--- config.mk ---
export PLATFORM = sky130hd
export DESIGN_NAME = lztd_front
export DESIGN_NICKNAME = d
export VERILOG_FILES = /design/src/rtl/lztd_pkg.sv /design/src/rtl/lztd_front.sv
export SDC_FILE = /design/constraint.sdc
export NUM_CORES = 1
export LEC_CHECK = 0
export ABC_AREA = 1
export ABC_CLOCK_PERIOD_IN_PS = 5450
export BUFFER_PORTS_ARGS = -buffer_cell sky130_fd_sc_hd__buf_4
export CAP_MARGIN = 10
export CORE_ASPECT_RATIO = 1.25
export CORE_MARGIN = 8
export CORE_UTILIZATION = 31
export CTS_BUF_LIST = sky130_fd_sc_hd__clkbuf_4 sky130_fd_sc_hd__clkbuf_8
export DETAILED_ROUTE_END_ITERATION = 8
export PLACE_DENSITY = 0.53
export SLEW_MARGIN = 30
export SYNTH_ARGS = -nofsm -noshare
export SYNTH_HDL_FRONTEND = slang
export SYNTH_SLANG_ARGS = --single-unit
--- constraint.sdc ---
create_clock -name clk -period 5.45 [get_ports clk]
set_input_delay 0.545 -clock clk [delete_from_list [all_inputs] [get_ports clk]]
set_output_delay 0.545 -clock clk [all_outputs]
set_load 0.03 [all_outputs]
--- src/rtl/lztd_pkg.sv ---
// Shared constants and the command type of the LZ77 triple decoder.
package lztd_pkg;

    localparam int PACK_W            = 8;
    localparam int DIST_W            = 12;
    localparam int LEN_W             = 4;
    localparam int CHAR_W            = 16;
    localparam int HISTORY_DEPTH_DEF = 4096;
    localparam int CHAR_BITS_DEF     = 16;
    localparam int CMD_FIFO_DEPTH    = 2;

    localparam logic [DIST_W-1:0] DIST_HI_MASK = 12'hFF0;
    localparam logic [PACK_W-1:0] NIBBLE_MASK  = 8'h0F;

    // One classified triple; len is the raw copy length, bad marks a rejected copy
    typedef struct packed {
        logic [DIST_W-1:0] back_dist;
        logic [LEN_W-1:0]  len;
        logic              has_lit;
        logic              bad;
    } cmd_t;

endpackage

--- src/rtl/lztd_front.sv ---
// Front end: accepts triples, checks references against the produced count, queues commands.
module lztd_front #(
    parameter int HISTORY_DEPTH = lztd_pkg::HISTORY_DEPTH_DEF
) (
    input  logic                        clk,
    input  logic                        rst_n,
    input  logic                        triple_valid,
    output logic                        triple_ready,
    input  logic [lztd_pkg::PACK_W-1:0] packed_high,
    input  logic [lztd_pkg::PACK_W-1:0] packed_low,
    input  logic [lztd_pkg::CHAR_W-1:0] literal_char,
    input  logic                        literal_present,
    input  logic                        new_stream,
    output lztd_pkg::cmd_t              cmd,
    output logic [lztd_pkg::CHAR_W-1:0] cmd_lit,
    output logic                        cmd_valid,
    input  logic                        cmd_pop
);

    import lztd_pkg::*;

    localparam int AW = $clog2(HISTORY_DEPTH);
    localparam int PW = AW + 1;
    localparam int MW = (PW > DIST_W) ? PW : DIST_W;
    localparam int QW = $clog2(CMD_FIFO_DEPTH);
    localparam int FW = $clog2(CMD_FIFO_DEPTH + 1);

    logic [PW-1:0]     count_reg, count_next;
    logic [PW-1:0]     count_base;
    logic [PW:0]       count_sum;
    logic [LEN_W:0]    written;
    logic [DIST_W-1:0] back_dist;
    logic [LEN_W-1:0]  len;
    logic              bad;
    logic              accept;
    logic              push;
    logic              pop;
    cmd_t              new_cmd;

    cmd_t              q_cmd [CMD_FIFO_DEPTH];
    logic [CHAR_W-1:0] q_lit [CMD_FIFO_DEPTH];
    logic [QW-1:0]     head_reg, head_next;
    logic [QW-1:0]     tail_reg, tail_next;
    logic [FW-1:0]     fill_reg, fill_next;

    // Field unpacking
    always_comb
    begin
        back_dist = ((DIST_W'(packed_high) << 4) & DIST_HI_MASK)
                  | DIST_W'((packed_low >> 4) & NIBBLE_MASK);
        len       = LEN_W'(packed_low & NIBBLE_MASK);
    end

    // Reference check and produced-count update, saturating at the history depth
    always_comb
    begin
        count_base = new_stream ? '0 : count_reg;
        bad        = (len != '0)
                   && ((back_dist == '0) || (MW'(back_dist) > MW'(count_base)));
        written    = (bad ? '0 : {1'b0, len}) + {{LEN_W{1'b0}}, literal_present};
        count_sum  = {1'b0, count_base} + (PW+1)'(written);
        if (count_sum > (PW+1)'(HISTORY_DEPTH))
        begin
            count_sum = (PW+1)'(HISTORY_DEPTH);
        end
        count_next = accept ? PW'(count_sum) : count_reg;
    end

    assign new_cmd.back_dist = back_dist;
    assign new_cmd.len       = len;
    assign new_cmd.has_lit   = literal_present;
    assign new_cmd.bad       = bad;

    // Command queue
    assign triple_ready = (fill_reg != FW'(CMD_FIFO_DEPTH));
    assign cmd_valid    = (fill_reg != '0);
    assign accept       = triple_valid && triple_ready;
    assign push         = accept && ((len != '0) || literal_present);
    assign pop          = cmd_pop && cmd_valid;
    assign cmd          = q_cmd[head_reg];
    assign cmd_lit      = q_lit[head_reg];

    always_comb
    begin
        head_next = head_reg;
        tail_next = tail_reg;
        fill_next = fill_reg;
        if (push)
        begin
            tail_next = (tail_reg == QW'(CMD_FIFO_DEPTH - 1)) ? '0 : tail_reg + 1'b1;
        end
        if (pop)
        begin
            head_next = (head_reg == QW'(CMD_FIFO_DEPTH - 1)) ? '0 : head_reg + 1'b1;
        end
        if (push && !pop)
        begin
            fill_next = fill_reg + 1'b1;
        end
        else if (pop && !push)
        begin
            fill_next = fill_reg - 1'b1;
        end
    end

    always_ff @(posedge clk or negedge rst_n)
    begin
        if (!rst_n)
        begin
            count_reg <= '0;
            head_reg  <= '0;
            tail_reg  <= '0;
            fill_reg  <= '0;
        end
        else
        begin
            count_reg <= count_next;
            head_reg  <= head_next;
            tail_reg  <= tail_next;
            fill_reg  <= fill_next;
        end
    end

    always_ff @(posedge clk)
    begin
        if (push)
        begin
            q_cmd[tail_reg] <= new_cmd;
            q_lit[tail_reg] <= literal_char;
        end
    end

endmodule

* Yosys cells after proc, flatten, opt, wreduce, memory -nomap -nowiden
Memories as Yosys holds them, arrays and structs flattened.
Index checks and enable logic that the tools add are counted.
** Word-level totals
- Memories kept :: 2
- Bits in registers :: 17
- RAM bits :: 68
- Bits of input ports :: 38
** Memories
- q_cmd :: depth 2, width 18, read ports 1, clocked after memory_dff 0, wr ports 1, line lztd_front.sv:40 : cmd_t q_cmd [CMD_FIFO_DEPTH];
- q_lit :: depth 2, width 16, read ports 1, clocked after memory_dff 0, wr ports 1, line lztd_front.sv:41 : logic [CHAR_W-1:0] q_lit [CMD_FIFO_DEPTH];
** Cells by class
- Magnitude comparators :: 2
- Bitwise operators :: 1
- $add $sub $neg :: 6
- Reduce and logical (&&, ||, !) cells :: 14
- Mux-type cells :: 9
- Eq/ne operators :: 1
** Operators with widths (number)
- $mux W13 :: 2
- $add A13 B5 Y14 :: 1
- $gt A14 B13 Y1 const B :: 1
- $gt A12 B13 Y1 :: 1
- $logic_not A12 Y1 :: 1
- $or A12 B4 Y12 :: 1
- $logic_and A1 B1 Y1 :: 6
- $add A4 B1 Y5 :: 1
- $mux W1 :: 4
- $mux W2 :: 2
- $mux W4 :: 1
- $reduce_bool A2 Y1 :: 2
- $reduce_bool A4 Y1 :: 1
- $add A1 B1 Y1 const B :: 2
- $add A2 B1 Y2 const B :: 1
- $logic_not A1 Y1 :: 2
- $logic_or A1 B1 Y1 :: 2
- $ne A2 B2 Y1 const B :: 1
- $sub A2 B1 Y2 const B :: 1

* Depth between registers and ports, before layout
Gate-level depths: netlist (run 1).
- Depth after elaboration :: 9
- Mapped depth :: 27

* Least setup slack after synthesis (run 1)
Ideal clock, no wire load.
- Path kind :: input to register
- Start point :: input port new_stream
- End point :: register count_reg[2]
- Library setup time :: 0.066 ns
- Arrival :: 3.751 ns
- Slack :: 1.634 ns
- Stages on the path :: 25
- Path through :: inv_2 > buf_6 > nand2_1 > ha_1 > nand2_1 > o21a_1 > o31ai_1 > nand2_1 > nand3_1 > nand2_1 > a21boi_1 > nor2_1 > fa_1 > fa_1 > or2_2 > nor2_1 > nand3_1 > nor2_1 > nand2_1 > nor2_1 > nand2_1 > nand2_2 > buf_6 > nand2_1 > nand2_1
** On the way
- Cells in the longest elaborated chain, start to end :: 9
** RTL lines
- from (decl) :: line lztd_front.sv:13 : input logic new_stream,
- $mux W13 * :: line lztd_front.sv:57 : count_base = new_stream ? '0 : count_reg;
- $gt A12 B13 Y1 * :: line lztd_front.sv:59 : && ((back_dist == '0) || (MW'(back_dist) > MW'(count_base)));
- $logic_or A1 B1 Y1 * :: line lztd_front.sv:59
- $logic_and A1 B1 Y1 * :: line lztd_front.sv:59
- named net bad :: line lztd_front.sv:34 : logic bad;
- $mux W4 * :: line lztd_front.sv:60 : written = (bad ? '0 : {1'b0, len}) + {{LEN_W{1'b0}}, literal_present};
- $add A4 B1 Y5 * :: line lztd_front.sv:60
- $add A13 B5 Y14 * :: line lztd_front.sv:61 : count_sum = {1'b0, count_base} + (PW+1)'(written);
- $gt A14 B13 Y1 :: line lztd_front.sv:62 : if (count_sum > (PW+1)'(HISTORY_DEPTH))
- $mux W13 * :: line lztd_front.sv:62
- to (signal assigned) :: line lztd_front.sv:117 : count_reg <= count_next;
- to (decl) :: line lztd_front.sv:28 : logic [PW-1:0] count_reg, count_next;
Mark *: on every way through the listed nets, which the timed path passes. The rest lies on a longest branch.
A chain may end at the register's enable or synchronous reset.

* Final worst setup path (run 1)
- Start point :: register count_reg[8]
- End point :: register count_reg[9]
** On the way
- Cells in the longest elaborated chain, start to end :: 9
** RTL lines (line)
- $mux W13 * :: lztd_front.sv:57
- $gt A12 B13 Y1 * :: lztd_front.sv:59
- $logic_or A1 B1 Y1 * :: lztd_front.sv:59
- $logic_and A1 B1 Y1 * :: lztd_front.sv:59
- named net bad :: lztd_front.sv:34
- $mux W4 * :: lztd_front.sv:60
- $add A4 B1 Y5 * :: lztd_front.sv:60
- $add A13 B5 Y14 * :: lztd_front.sv:61
- $gt A14 B13 Y1 :: lztd_front.sv:62
- $mux W13 * :: lztd_front.sv:62
Marks and branches as above.

==> impl_metrics.csv, run 1 <==
group,metric,value,unit
route,finalWirelength,10400,µm
synth,yosys.area.top_type_share,0.497,
clocking,clk_latency,0.35,ns
route,post-route-drc-count,0,
place,hpwl,7800,µm
synth,synth_commonest_cells,"nand2_1 (193), edfxtp_1 (68), inv_1 (34)",
synth,ys_ff_latch,85,
run_status,status,"finished, final reports clean",
timing,setup_ws,1.37,ns
clocking,root_buffer,"clkbuf_8",
synth,yosysUniqueCellTypes,28,
grt,grt_usage,0.122,
die,die_h,145,µm
clocking,cts_buffers,9,
cells_and_area,syn2layout_area_growth,24.5,%
critical_path,worstPathRequired,5.74,ns
hold_path,hold_class,"primary input to async pin",
clocking,clk_pin_slew,0.09,ns
synth,netlist_area,4110,µm²
cells_and_area,n_antenna_cell,0,
critical_path,cp_cell_sequence,"inv_1, nor2_1, inv_1, ha_1, nand4_1, nor2_1, nand2_1, nand3_1, nand2_1, a21boi_1, nor2_1, fa_1, fa_1, or2_2, nor2_1, nand3_1, nor2_1, nand2_1, nor2_1, nand2_1, nand2_2, nand2_1, nand2_1",
timing,relSlewSlack,0.525,
synth,seq_area_frac_synth,0.601,
grt,antenna_found_initial,0,
grt,grt_overflow_total,0,
critical_path,critPathArrivalTime,4.37,ns
timing,fin_crit_sh,0.748,
place,dpl_worst_slack,1.08,ns
clocking,postCtsSetupBuffers,0,
route,drt-wirelength-per-cell,15.2,µm
critical_path,crit_fanout,12,
route,drt_iter0_drc,177,
synth,yosysMostFrequentCell,"nand2_1",
route,drt.antenna.violating_nets,0,
synth,synth.yosys.warnings,0,
synth,synth.area.top_cells,"edfxtp_1 (50%), nand2_1 (18%), dfrtp_1 (10%), ha_1 (4.9%), inv_1 (3.1%)",
timing,hold_violations,0,
route,detail_route.vias_per_cell,4.56,
critical_path,slowest_stage,"fa_1",
timing,setup_viol,0,
grt,grt_pass1_wl,16500,µm
die,ios,74,
clocking,cts_sinks,85,
timing,rsz0062_at_grt,"false",
clocking,cts_tree,"yes",
die,dieArea,17200,µm²
route,dr_total_vias,3125,
timing,worstMarginPinSlew,0.705,ns
clocking,cts_resized,0,
clocking,h-tree-depth,3,
synth,synthesis.nets,489,
flow_run,maxCapViolCount,0,
die,start_util,0.313,
cells_and_area,drive_gt1_frac,0.204,
synth,synth-edff-count,68,
die,rows,47,
cells_and_area,largest_reg_flops,36,
critical_path,cp-end-kind,"flip-flop",
timing,fin_tns_setup,0,ns
critical_path,slowest_delay,0.47,ns
synth,yosysTopAreaCell,"edfxtp_1",
power,irDropWorstVdd,0.191,mV
clocking,cts_hold_buf,0,
critical_path,crit_type,"flip-flop to flip-flop",
grt,grt_pass1_vias,3191,
synth,avgSynthCellArea,9.48,µm²
timing,drv_slew,0,
timing,fmax,0.245,GHz
cells_and_area,nets,566,
synth,syn_inst,433,
clocking,cts.path.max_buffers,2,
synth,synth-main-ff-cell,"edfxtp_1",
synth,async_reset_ff_frac,0.200,
critical_path,startpoint_type,"flip-flop",
timing,finalClockSkew,0.00828,ns
timing,min_period,4.08,ns
die,core_area,13100,µm²
place,gp_congestion,0.934,
power,power_density,495,nW/µm²
grt,grt_start_max_net_pins,36,
die,die_width,119,µm
place,io_buffers,73,
critical_path,r2r_slack,1.37,ns
timing,holdWs,0.0417,ns
route,firstDrtPassIters,4,
power,power_leakage,2.37,nW
routing by layer:
| layer | up-vias | share of wire | wire (µm) | track usage |
|---|---|---|---|---|
| met3 | 10 | 0.053 | 554 | 0.0342 |
| met2 | 67 | 0.50 | 5250 | 0.214 |
| met1 | 1483 | 0.43 | 4480 | 0.140 |
| li1 | 1565 | - | - | - |
| met5 | - | 0 | 0 | 0 |
| met4 | 0 | 0.013 | 131 | 0.0434 |
area by class of cell:
class | instances | area (µm²)
clock inverters | 6 | 86.3
fillers | 1304 | 8000
flip-flops and latches | 85 | 2470
multi-input cells | 302 | 1470
well taps | 171 | 214
inverters | 36 | 136
repair buffers | 76 | 611
clock buffers | 10 | 131
critical path, delay by kind of cell, from the launching register on:
family | cells | cell delay, ns
flops | 1 | 0.41
simple gates | 17 | 1.88
compound gates | 1 | 0.32
buf+inv | 2 | 0.18
fa+ha+maj | 3 | 1.23
power by group:
group / switching [mW] / internal, mW / total (mW)
clock: 0.226 / 0.263 / 0.489
sequential: 0.0479 / 0.869 / 0.917
combinational: 0.755 / 0.367 / 1.12
through the flow:
step / instance area (µm²) / instances / util / power [mW]
after global placement: 4840 / 668 / 0.369 / 2.04
after detailed placement: 4890 / 670 / 0.373 / 2.08
final: 5110 / 686 / 0.390 / 2.53
after CTS: 5110 / 686 / 0.390 / 2.57
after floorplan: 4110 / 433 / - / 1.64
after global routing: 5110 / 686 / 0.390 / 2.69
path summary, 6_finish.rpt:
path                                                from                         to  cells past startpoint
max in group asynchronous                          rst_n       head_reg$_DFFE_PN0P_                      1
worst min-delay path                               rst_n  count_reg[11]$_DFFE_PN0P_                      1
worst min register to register   fill_reg[0]$_DFFE_PN0P_    fill_reg[0]$_DFFE_PN0P_                      1
min in group clk                        literal_char[12]     q_lit[0][12]$_DFFE_PP_                      1
worst max-delay path            count_reg[8]$_DFFE_PN0P_   count_reg[9]$_DFFE_PN0P_                     23
worst max register to register  count_reg[8]$_DFFE_PN0P_   count_reg[9]$_DFFE_PN0P_                     23
layout by cell type, fill, tap and decap left out, types with 3 or more instances in the layout:
master | Yosys | routed
xor2_1 | 3 | 3
nand4_1 | 6 | 6
inv_1 | 34 | 34
nor4_1 | 3 | 3
nand2_1 | 193 | 193
dfrtp_1 | 17 | 17
nand3_1 | 22 | 22
o21a_1 | 3 | 3
o21ai_0 | 4 | 4
nor2_1 | 28 | 26
a21oi_1 | 8 | 8
edfxtp_1 | 68 | 68
buf_4 | 0 | 74
ha_1 | 16 | 16
clkbuf_8 | 0 | 9
logic make-up after synthesis:
group,share of synthesized area
AOI/OAI and AO/OA,0.0256
xor gates and xnor gates,0.00854
adders and majority gates,0.0585
buffers and inverters,0.0457
DFF,0.601
and+or+nand+nor,0.261
No activity file was read; power rests on OpenSTA's default activity.
==> run 2, diff against run 1 <==
--- a/config.mk
+++ b/config.mk
@@ -5,8 +5,8 @@
 export SDC_FILE = /design/constraint.sdc
 export NUM_CORES = 1
 export LEC_CHECK = 0
-export ABC_AREA = 1
-export ABC_CLOCK_PERIOD_IN_PS = 5450
+export ABC_AREA = 0
+export ABC_CLOCK_PERIOD_IN_PS = 3400
 export BUFFER_PORTS_ARGS = -buffer_cell sky130_fd_sc_hd__buf_4
 export CAP_MARGIN = 10
 export CORE_ASPECT_RATIO = 1.25
@@ -14,7 +14,7 @@
 export CORE_UTILIZATION = 31
 export CTS_BUF_LIST = sky130_fd_sc_hd__clkbuf_4 sky130_fd_sc_hd__clkbuf_8
 export DETAILED_ROUTE_END_ITERATION = 8
-export PLACE_DENSITY = 0.53
+export PLACE_DENSITY = 0.56
 export SLEW_MARGIN = 30
 export SYNTH_ARGS = -nofsm -noshare
 export SYNTH_HDL_FRONTEND = slang
==> constraint.sdc (replaced) <==
create_clock -name clk -period 3.4 [get_ports clk]
set_input_delay 0.34 -clock clk [delete_from_list [all_inputs] [get_ports clk]]
set_output_delay 0.34 -clock clk [all_outputs]
set_load 0.03 [all_outputs]
==> run 2 against run 1 <==
Net effect: clock power grew 40%; synthesized cell count shrank 36%; area after synthesis shrank 5.4%; largest power group unchanged; the run now ends with setup timing left; clock-buffer cell count shrank 1.
==> impl_metrics.csv, run 2 <==
group,metric,value,unit
cells_and_area,largest_reg_flops,36,
clocking,h-tree-depth,3,
critical_path,crit_fanout,5,
synth,yosysUniqueCellTypes,38,
clocking,cts_buffers,9,
synth,avgSynthCellArea,14.1,µm²
synth,synth-edff-count,68,
synth,synthesis.nets,331,
synth,yosysMostFrequentCell,"edfxtp_1",
route,finalWirelength,9350,µm
cells_and_area,n_antenna_cell,0,
clocking,cts.path.max_buffers,2,
grt,grt_overflow_total,0,
critical_path,startpoint_type,"flip-flop",
clocking,root_buffer,"clkbuf_8",
synth,synth_commonest_cells,"edfxtp_1 (68), mux2_2 (37), nand2_1 (25)",
clocking,clk_latency,0.35,ns
grt,grt_pass1_wl,14700,µm
die,die_h,141,µm
route,dr_total_vias,2736,
synth,synth.yosys.warnings,0,
place,gp_congestion,0.847,
synth,ys_ff_latch,85,
die,die_width,116,µm
synth,seq_area_frac_synth,0.636,
timing,worstMarginPinSlew,0.469,ns
route,drt-wirelength-per-cell,15.8,µm
route,drt_iter0_drc,108,
timing,hold_violations,0,
grt,grt_pass1_vias,3007,
timing,setup_ws,-0.137,ns
timing,fin_crit_sh,1.04,
synth,syn_inst,275,
clocking,clk_pin_slew,0.08,ns
critical_path,critPathArrivalTime,3.82,ns
synth,async_reset_ff_frac,0.200,
timing,fin_tns_setup,-1.44,ns
flow_run,maxCapViolCount,0,
cells_and_area,syn2layout_area_growth,42.9,%
power,irDropWorstVdd,0.258,mV
timing,rsz0062_at_grt,"true",
grt,antenna_found_initial,0,
route,post-route-drc-count,0,
critical_path,cp-end-kind,"flip-flop",
place,dpl_worst_slack,-0.617,ns
timing,fmax,0.283,GHz
route,detail_route.vias_per_cell,4.63,
timing,min_period,3.54,ns
synth,netlist_area,3880,µm²
die,core_area,12200,µm²
timing,finalClockSkew,0.00640,ns
route,firstDrtPassIters,4,
die,ios,74,
timing,setup_viol,13,
critical_path,crit_type,"flip-flop to flip-flop",
route,drt.antenna.violating_nets,0,
run_status,violations,"setup timing",
power,power_density,719,nW/µm²
power,power_leakage,2.23,nW
place,io_buffers,73,
die,rows,45,
cells_and_area,drive_gt1_frac,0.541,
grt,grt_start_max_net_pins,36,
clocking,cts_tree,"yes",
grt,grt_usage,0.115,
critical_path,worstPathRequired,3.69,ns
synth,yosysTopAreaCell,"edfxtp_1",
timing,relSlewSlack,0.687,
synth,synth.area.top_cells,"edfxtp_1 (53%), dfrtp_1 (11%), mux2_2 (11%), ha_1 (5.2%), nand2_1 (2.4%)",
run_status,status,"finished with violations",
clocking,cts_sinks,85,
cells_and_area,mostFrequentLayoutCells,"buf_4 (137), edfxtp_1 (68), mux2_2 (36)",
timing,drv_slew,0,
cells_and_area,final_common_cell,"buf_4",
synth,yosys.area.top_type_share,0.526,
place,hpwl,6540,µm
cells_and_area,nets,478,
die,start_util,0.319,
hold_path,hold_class,"primary input to flip-flop",
die,dieArea,16400,µm²
synth,synth-main-ff-cell,"edfxtp_1",
-- run 2: cell count changes after synthesis, sizes merged, moves of 4 or more --
cell   before  now
and2b       0    5
and3        0    5
inv        35   16
mux2        0   37
nand2     196   25
nand3      24    9
nand4       6    2
nor2       30    7
o21ai       4   13
xnor2       1    9
-- run 2: metrics by stage --
stage               hold WS (ns)  power (mW)  std cells   util  area (µm²)
floorplan                 0.0444        2.55        275      -        3890
global placement           0.219        3.14        551  0.407        4950
detailed placement         0.224        3.16        551  0.407        4950
CTS                        0.138        3.98        585  0.443        5390
global route               0.143        4.22        591  0.456        5550
finish                     0.168        3.99        591  0.456        5550
-- run 2: cells by family (layout without fill, tap and decap cells) --
group,Yosys count,in the layout,share of synthesized area
AOI/OAI and AO/OA,33,33,0.0535
muxes,37,37,0.107
DFF,85,85,0.636
xor gates and xnor gates,12,12,0.0271
and+or+nand+nor,68,68,0.0915
buffers and inverters,22,174,0.0232
adders and majority gates,18,18,0.0619
-- run 2: cell type report --
cell class | count | area, µm²
timing repair buffer | 142 | 1080
clock inverter | 7 | 65.1
fill | 1169 | 6610
inverter | 16 | 63.8
tap | 164 | 205
multi-input combinational | 168 | 1540
sequential | 85 | 2470
clock buffer | 9 | 124
-- run 2: final timing paths --
kind                                               start                        end  slack [ns]  cells past startpoint
worst max-delay path            count_reg[1]$_DFFE_PN0P_  count_reg[12]$_DFFE_PN0P_       -0.14                     18
worst min-delay path                    literal_char[12]     q_lit[1][12]$_DFFE_PP_        0.17                      1
worst max register to register  count_reg[1]$_DFFE_PN0P_  count_reg[12]$_DFFE_PN0P_       -0.14                     18
worst min register to register   fill_reg[1]$_DFFE_PN0P_    fill_reg[1]$_DFFE_PN0P_        0.50                      1
max in group asynchronous                          rst_n    fill_reg[1]$_DFFE_PN0P_        2.80                      2
min in group asynchronous                          rst_n  count_reg[10]$_DFFE_PN0P_        0.39                      2
-- run 2: where the power goes --
group	internal (mW)	total [mW]	switching [mW]
clock network	0.334	0.687	0.353
registers	1.40	1.49	0.0856
logic	0.799	1.82	1.02
-- run 2: routing by layer --
layer / vias up / routed length, µm / GRT usage
met2: 58 / 4940 / 0.209
met3: 14 / 594 / 0.0346
li1: 1302 / - / -
met5: - / 0 / 0
met1: 1362 / 3660 / 0.119
met4: 0 / 157 / 0.0472
-- run 2: worst max-delay path: stages (launching register included) --
cell and delay [ns]:
dfrtp_1 0.42, nand2_2 0.12, ha_4 0.21, nor2b_4 0.12, o21a_1 0.18, o21ai_2 0.16, a211oi_2 0.10, o31ai_2 0.31
buf_4 0.17, buf_6 0.09, and3_4 0.19, ha_4 0.16, nand4b_1 0.11, o22ai_2 0.19, nor3b_4 0.25, a41oi_2 0.18
a21oi_4 0.24, buf_6 0.15, nor2b_1 0.12
-- run 2: what timing repair did --
action                     4_1_cts  5_1_grt
gates cloned                     1        0
hold endpoints to repair        17        0
buffers inserted                17        6
resized for setup               33       22
hold buffers                     1        0
setup endpoints to repair       13       13
pin swaps                       13       19
